### src/rtl/core/ccbs_pkg.sv
// Shared types, constants and weight functions for the closed cubic B-spline sampler.
package ccbs_pkg;

  // Default values for the top-level parameters.
  localparam int unsigned DEF_SAMPLE_STEPS = 20;
  localparam int unsigned DEF_COORD_BITS   = 12;

  // Fixed field widths of the two channels.
  localparam int unsigned POINT_W  = 12;
  localparam int unsigned SAMPLE_W = 16;

  // Number of stored points in the sliding window.
  localparam logic [1:0] WIN_FULL = 2'd3;

  typedef struct packed {
    logic [POINT_W-1:0] point_x;
    logic [POINT_W-1:0] point_y;
    logic               restart;
  } in_beat_t;

  typedef struct packed {
    logic [SAMPLE_W-1:0] sample_x;
    logic [SAMPLE_W-1:0] sample_y;
    logic                segment_last;
  } out_beat_t;

  // Basis weights of step k out of n, scaled by 6*n^3. All are non-negative for k <= n.
  function automatic int unsigned weight_b0(int unsigned n, int unsigned k);
    int unsigned nk;
    nk = n - k;
    return nk * nk * nk;
  endfunction

  function automatic int unsigned weight_b1(int unsigned n, int unsigned k);
    return (3 * k * k * k + 4 * n * n * n) - 6 * k * k * n;
  endfunction

  function automatic int unsigned weight_b2(int unsigned n, int unsigned k);
    return (3 * k * k * n + 3 * k * n * n + n * n * n) - 3 * k * k * k;
  endfunction

  function automatic int unsigned weight_b3(int unsigned n, int unsigned k);
    return k * k * k;
  endfunction

endpackage

### src/rtl/core/ccbs_div.sv
// Constant divider by reciprocal multiplication that scales blended sums to rounded sixteenths.
module ccbs_div #(
  parameter int unsigned SAMPLE_STEPS = ccbs_pkg::DEF_SAMPLE_STEPS,
  parameter int unsigned SUM_W        = 38
) (
  input  logic                clk,
  input  logic                rst_n,
  input  logic                en,
  input  logic                in_valid,
  input  logic                in_last,
  input  logic [SUM_W-1:0]    sum_x,
  input  logic [SUM_W-1:0]    sum_y,
  output logic                out_valid,
  output ccbs_pkg::out_beat_t out_beat
);

  // Number of trailing zero bits of a constant.
  function automatic int unsigned low_zeros(longint unsigned v);
    int unsigned     c;
    longint unsigned r;
    c = 0;
    r = v;
    while ((r != 0) && (r[0] == 1'b0)) begin
      r = r >> 1;
      c++;
    end
    return c;
  endfunction

  localparam longint unsigned N3   = longint'(SAMPLE_STEPS) * SAMPLE_STEPS * SAMPLE_STEPS;
  localparam longint unsigned DEN  = 6 * N3;
  localparam longint unsigned HALF = 3 * N3;
  localparam int unsigned     DW   = $clog2(DEN + 1);
  localparam int unsigned     QW   = ccbs_pkg::SAMPLE_W;
  localparam int unsigned     NW   = (SUM_W + 5 > DW + QW + 1) ? SUM_W + 5 : DW + QW + 1;
  localparam logic [NW-1:0]   DEN_TOP = NW'(DEN) << QW;

  // The power-of-two part of the divisor is a shift; the odd part uses a reciprocal.
  localparam int unsigned     TZ    = low_zeros(DEN);
  localparam longint unsigned DODD  = DEN >> TZ;
  localparam int unsigned     CW    = $clog2(DODD);
  localparam int unsigned     RS    = QW + 2 * CW;
  localparam longint unsigned RECIP = ((64'd1 << RS) + DODD - 64'd1) / DODD;
  localparam int unsigned     MW    = $clog2(RECIP + 1);
  localparam int unsigned     AW    = QW + CW;
  localparam int unsigned     PRW   = AW + MW;
  localparam logic [MW-1:0]   RECIP_M = MW'(RECIP);

  logic [NW-1:0]  num_x, num_y;
  logic [AW-1:0]  a_x_r, a_y_r, a_x_nxt, a_y_nxt;
  logic           sat_x_r, sat_y_r, sat_x_nxt, sat_y_nxt;
  logic [PRW-1:0] prod_x, prod_y;
  logic [QW-1:0]  q_x_r, q_y_r, q_x_nxt, q_y_nxt;
  logic           vld1_r, vld2_r;
  logic           last1_r, last2_r;

  // Rounded numerator, overflow check and removal of the power-of-two factor.
  always_comb begin
    num_x     = (NW'(sum_x) << 4) + NW'(HALF);
    num_y     = (NW'(sum_y) << 4) + NW'(HALF);
    sat_x_nxt = (num_x >= DEN_TOP);
    sat_y_nxt = (num_y >= DEN_TOP);
    a_x_nxt   = AW'(num_x >> TZ);
    a_y_nxt   = AW'(num_y >> TZ);
  end

  // Quotient by the odd part; samples past the 16-bit range clamp to full scale.
  always_comb begin
    prod_x  = PRW'(a_x_r) * PRW'(RECIP_M);
    prod_y  = PRW'(a_y_r) * PRW'(RECIP_M);
    q_x_nxt = sat_x_r ? '1 : QW'(prod_x >> RS);
    q_y_nxt = sat_y_r ? '1 : QW'(prod_y >> RS);
  end

  // Valid bits of both stages.
  always_ff @(posedge clk) begin
    if (!rst_n) begin
      vld1_r <= 1'b0;
      vld2_r <= 1'b0;
    end else if (en) begin
      vld1_r <= in_valid;
      vld2_r <= vld1_r;
    end
  end

  // Payload of both stages.
  always_ff @(posedge clk) begin
    if (en) begin
      a_x_r   <= a_x_nxt;
      a_y_r   <= a_y_nxt;
      sat_x_r <= sat_x_nxt;
      sat_y_r <= sat_y_nxt;
      last1_r <= in_last;
      q_x_r   <= q_x_nxt;
      q_y_r   <= q_y_nxt;
      last2_r <= last1_r;
    end
  end

  assign out_valid             = vld2_r;
  assign out_beat.sample_x     = q_x_r;
  assign out_beat.sample_y     = q_y_r;
  assign out_beat.segment_last = last2_r;

endmodule

### config.mk
export PLATFORM = sky130hd
export DESIGN_NAME = ccbs_div
export DESIGN_NICKNAME = d
export VERILOG_FILES = /design/src/rtl/core/ccbs_pkg.sv /design/src/rtl/core/ccbs_div.sv
export SDC_FILE = /design/constraint.sdc
export NUM_CORES = 2
export LEC_CHECK = 0
export BUFFER_PORTS_ARGS = -buffer_cell sky130_fd_sc_hd__buf_2
export CORE_MARGIN = 4
export CORE_UTILIZATION = 50
export CTS_CLUSTER_DIAMETER = 30
export DETAILED_ROUTE_END_ITERATION = 10
export PLACE_DENSITY = 0.67
export SYNTH_ARGS = -nofsm -noshare
export SYNTH_HDL_FRONTEND = slang
export SYNTH_SLANG_ARGS = --single-unit
### constraint.sdc
create_clock -name clk -period 9.2 [get_ports clk]
set_input_delay 0 -clock clk [delete_from_list [all_inputs] [get_ports clk]]
set_output_delay 0 -clock clk [all_outputs]
set_load 0.05 [all_outputs]
# --- Yosys cells after proc, flatten, opt, wreduce, memory -nomap -nowiden ---
# Index checks and enable logic that the tools add are counted.
word_totals:
  ff_bits: 88
  inputBits: 81
classes:
  n_mul: 2
  n_lt_le_gt_ge: 2
  n_addsub: 2
op_table:
  columns: ["operator", "count"]
  rows:
  - ["$mul A25 B26 Y50 const B", 2]
  - ["$add A42 B15 Y43 const B", 2]
  - ["$ge A43 B32 Y1 const B", 2]

# --- Longest topological paths before layout ---
logic_depth:
  ltp_word: 2
  depth_mapped: 24
  ltp_nobuf: 24

# --- Worst setup path before layout ---
# Ideal clock, no wire load.
synth_timing:
  kind: "register to register"
  from: "reg a_x_r[4]"
  to: "reg q_x_r[14] (data pin)"
  stages_incl_launch_ff: 23
  required_ns: 8.944
  slack_ns: 2.369
  t_arrival_ns: 6.575
  n_path_buf: 0
  cell_sequence: "edfxtp_1 fa_1 inv_1 fa_1 inv_1 ha_1 inv_1 fa_1 inv_1 fa_1 fa_1 inv_1 fa_1 inv_1 ha_1 nand4_2 or4_4 a2111o_1 o311ai_2 and3b_2 o21ai_2 a2111oi_2 and4b_1"
synth_via:
  elab_chain_len: 1
synth_lines:
  columns: ["item", "line_no", "source"]
  rows:
  - ["from (decl)", "ccbs_div.sv:50", "logic [AW-1:0] a_x_r, a_y_r, a_x_nxt, a_y_nxt;"]
  - ["from (signal assigned)", "ccbs_div.sv:89", "a_x_r <= a_x_nxt;"]
  - ["$mul A25 B26 Y50", "ccbs_div.sv:69", "prod_x = PRW'(a_x_r) * PRW'(RECIP_M);"]
  - ["to (signal assigned)", "ccbs_div.sv:94", "q_x_r <= q_x_nxt;"]
  - ["to (decl)", "ccbs_div.sv:53", "logic [QW-1:0] q_x_r, q_y_r, q_x_nxt, q_y_nxt;"]
# No other way between the ends.
# A chain may end at the register's enable or synchronous reset.

# --- Worst setup path in the final report ---
layout_timing:
  from: "reg a_x_r[22]"
  to: "reg q_x_r[15] (data pin)"
# The elaborated chain is that of the path after synthesis.

==> flow_metrics.py <==
metrics = {
    "sta": {
        "max_freq_mhz": 130.0,
        "setup_violations": 0,
        "tns_ns": 0,
        "finalHoldViolations": 0,
        "max_slew_margin_pct": 34.43,
        "min_period_ns": 7.695,
        "worst_slew_pin_slew_ns": 0.9777,
        "layout_setup_ws_ns": 1.505,
        "skew_ns": 0.01248,
        "rsz0062_at_grt": "no",
        "timing.final.crit_share_pct": 83.64,
        "finalMaxSlewViolations": 0,
    },
    "die": {
        "num_rows": 84,
        "die-area_um2": 56640,
        "coreArea_um2": 52450,
        "die_h_um": 238.0,
        "dieWidth_um": 238.0,
        "io_pins": 115,
        "start_util_pct": 50.43,
    },
    "clock_network": {
        "cts.sinks": 88,
        "path_clk_slew_ns": 0.07,
        "cts_resized": 0,
        "cts_buffers": 9,
        "h-tree-depth": 3,
        "postCtsSetupBuffers": 0,
        "cts_root_buffer": "clkbuf_16",
        "clk_latency_ns": 0.39,
        "clockBufferDepth": 2,
        "cts_tree": "done",
    },
    "routing": {
        "wire_per_inst_um": 18.51,
        "drt_iter0_drc": 796,
        "met2_length_um": 32320,
        "wl_met1_um": 26660,
        "vias_per_cell": 5.252,
        "final_antenna_net_count": 0,
        "wl_um": 64520,
        "routed.top_layer": "met4",
        "drc": 0,
        "num_vias": 18300,
        "route.met3.wl_um": 3123,
        "dr.pass1.iters": 5,
    },
    "worst_setup_path": {
        "arrival_ns": 7.93,
        "worstSetupEndpointType": "flop",
        "worstSetupPathType": "flop to flop",
        "crit_required_ns": 9.43,
        "cp_cell_sequence": "fa_1 > inv_1 > fa_1 > inv_1 > fa_1 > inv_1 > fa_1 > inv_1 > fa_1 > fa_1 > inv_1 > fa_1 > inv_1 > ha_1 > a21o_1 > a21o_1 > a221oi_1 > o311ai_2 > and3b_2 > o31ai_2 > mux2_4 > a311oi_2",
        "crit_fanout": 7,
        "cpMostUsedCell": "fa_1",
        "slowest_delay_ns": 0.66,
        "crit_path_start": "a_x_r[22]$_DFFE_PP_",
        "cp_slowest_cell": "fa_1",
        "r2r_start": "a_x_r[22]$_DFFE_PP_",
        "startpoint_type": "flop",
    },
    "global_routing": {
        "grt_pass1_wl_um": 106000,
        "grt_overflow": 0,
        "antenna_found_initial": 0,
        "grt_pass1_vias": 20430,
        "grt_max_degree": 67,
        "grt_usage_pct": 23.80,
    },
    "layout": {
        "mostFrequentLayoutCells": "811 x inv_1, 527 x ha_1, 492 x fa_1",
        "diodes": 0,
        "layout_commonest_cell": "inv_1",
        "layout-drive-gt1-share_pct": 5.184,
        "fill_cells": 4674,
        "syn2layout_area_growth_pct": 8.392,
        "nets": 3892,
        "stdcell_count": 3485,
    },
    "synthesis": {
        "synthArstFlopShare_pct": 0,
        "synth_top_flop_cell": "edfxtp_1",
        "ys.warnings.count": 0,
        "netlist_instances": 2625,
        "synth.avg_cell_area_um2": 10.08,
        "synth_edf_count": 86,
        "syn-num-nets": 3725,
        "ys_types": 73,
        "ys_seq_area_share_pct": 9.916,
        "synth_area_um2": 26450,
        "synth-seq-cells": 88,
    },
    "placed_design": {
        "port-buffer-count": 110,
        "dpl.cell_count": 3417,
        "post-place-ws_ns": 1.433,
        "hpwl_um": 56640,
        "gp_congestion": 0.9885,
    },
    "outcome": {
        "outcome": "finished clean",
    },
    "hold_path": {
        "min_path_type": "primary input to flop",
        "hp-start": "sum_x[27]",
    },
    "run": {
        "cap_violations": 0,
    },
}
[worst max-delay path, delay by kind of cell (launching register included)]
| kind | cells | cell delay [ns] |
|---|---|---|
| AO/OA/AOI/OAI | 6 | 1.93 |
| adder cells (fa/ha/maj) | 8 | 3.88 |
| buffers and inverters | 6 | 0.37 |
| flip-flops | 1 | 0.64 |
| multiplexers | 1 | 0.34 |
| AND/OR/NAND/NOR | 1 | 0.35 |
[path summary, 6_finish.rpt]
check	to	slack [ns]	cells after the start
worst max register to register	q_x_r[15]$_SDFFCE_PP1P_	1.51	22
worst min-delay path	a_x_r[24]$_DFFE_PP_	0.03	2
worst max-delay path	q_x_r[15]$_SDFFCE_PP1P_	1.51	22
worst min register to register	last2_r$_DFFE_PP_	0.42	0
[metal layers]
metal | vias up | global-route usage (%)
met3 | 129 | 3.375
met4 | 0 | 8.742
li1 | 8623 | -
met5 | - | 0
met1 | 9095 | 30.25
met2 | 457 | 41.65
[cell usage after synthesis, drive strengths merged, types with 28 or more instances]
master,n,share of area (%)
xnor2,48,1.6
fa,492,37
ha,527,25
nor2,75,1.1
a21o,42,1.2
nand2,89,1.3
a21oi,69,1.3
nand3,28,0.53
o21ai,49,0.94
edfxtp,86,9.8
nand4,32,0.78
inv,811,12
[final cells by class]
class	count	area, um^2	area share [%]
Multi-Input combinational cell	1714	20730	72.32
Clock buffer	10	229.0	0.7987
Tap cell	688	860.8	3.003
Clock inverter	6	68.82	0.2400
Timing Repair Buffer	166	1104	3.850
Inverter	813	3052	10.65
Sequential cell	88	2623	9.148
[cells by family (layout without fill, tap and decap cells)]
group / after synthesis / in the layout / share of synthesized area (%)
mux: 14 / 14 / 0.5487
simple gates: 343 / 343 / 6.533
flops: 88 / 88 / 9.916
compound gates: 263 / 263 / 6.647
xor+xnor: 75 / 75 / 2.484
buf+inv: 823 / 995 / 11.70
fa+ha+maj: 1019 / 1019 / 62.17
[registers in the layout, summed over array words and instances, names as in the netlist]
register,cells
a_x_r,25
last2_r,1
sat_x_r,1
last1_r,1
vld1_r,1
sat_y_r,1
a_y_r,25
q_y_r,16
out_valid,1
q_x_r,16
[stage by stage]
stage               utilization, %  hold slack, ns  area [um^2]
floorplan                        -         0.09887        26450
global placement             53.10          0.1778        27850
detailed placement           53.10          0.1811        27850
CTS                          54.66         0.01125        28670
global route                 54.66         0.03359        28670
finish                       54.66         0.02555        28670
[timing repair]
| action | 4_1_cts | 5_1_grt |
|---|---|---|
| hold buffers | 52 | 0 |
| endpoints found under the hold margin | 46 | 0 |
| setup endpoints to repair | 0 | 0 |
Power is not shown: default switching activity piles up to over one toggle a cycle in this logic, so the estimate is an artifact.
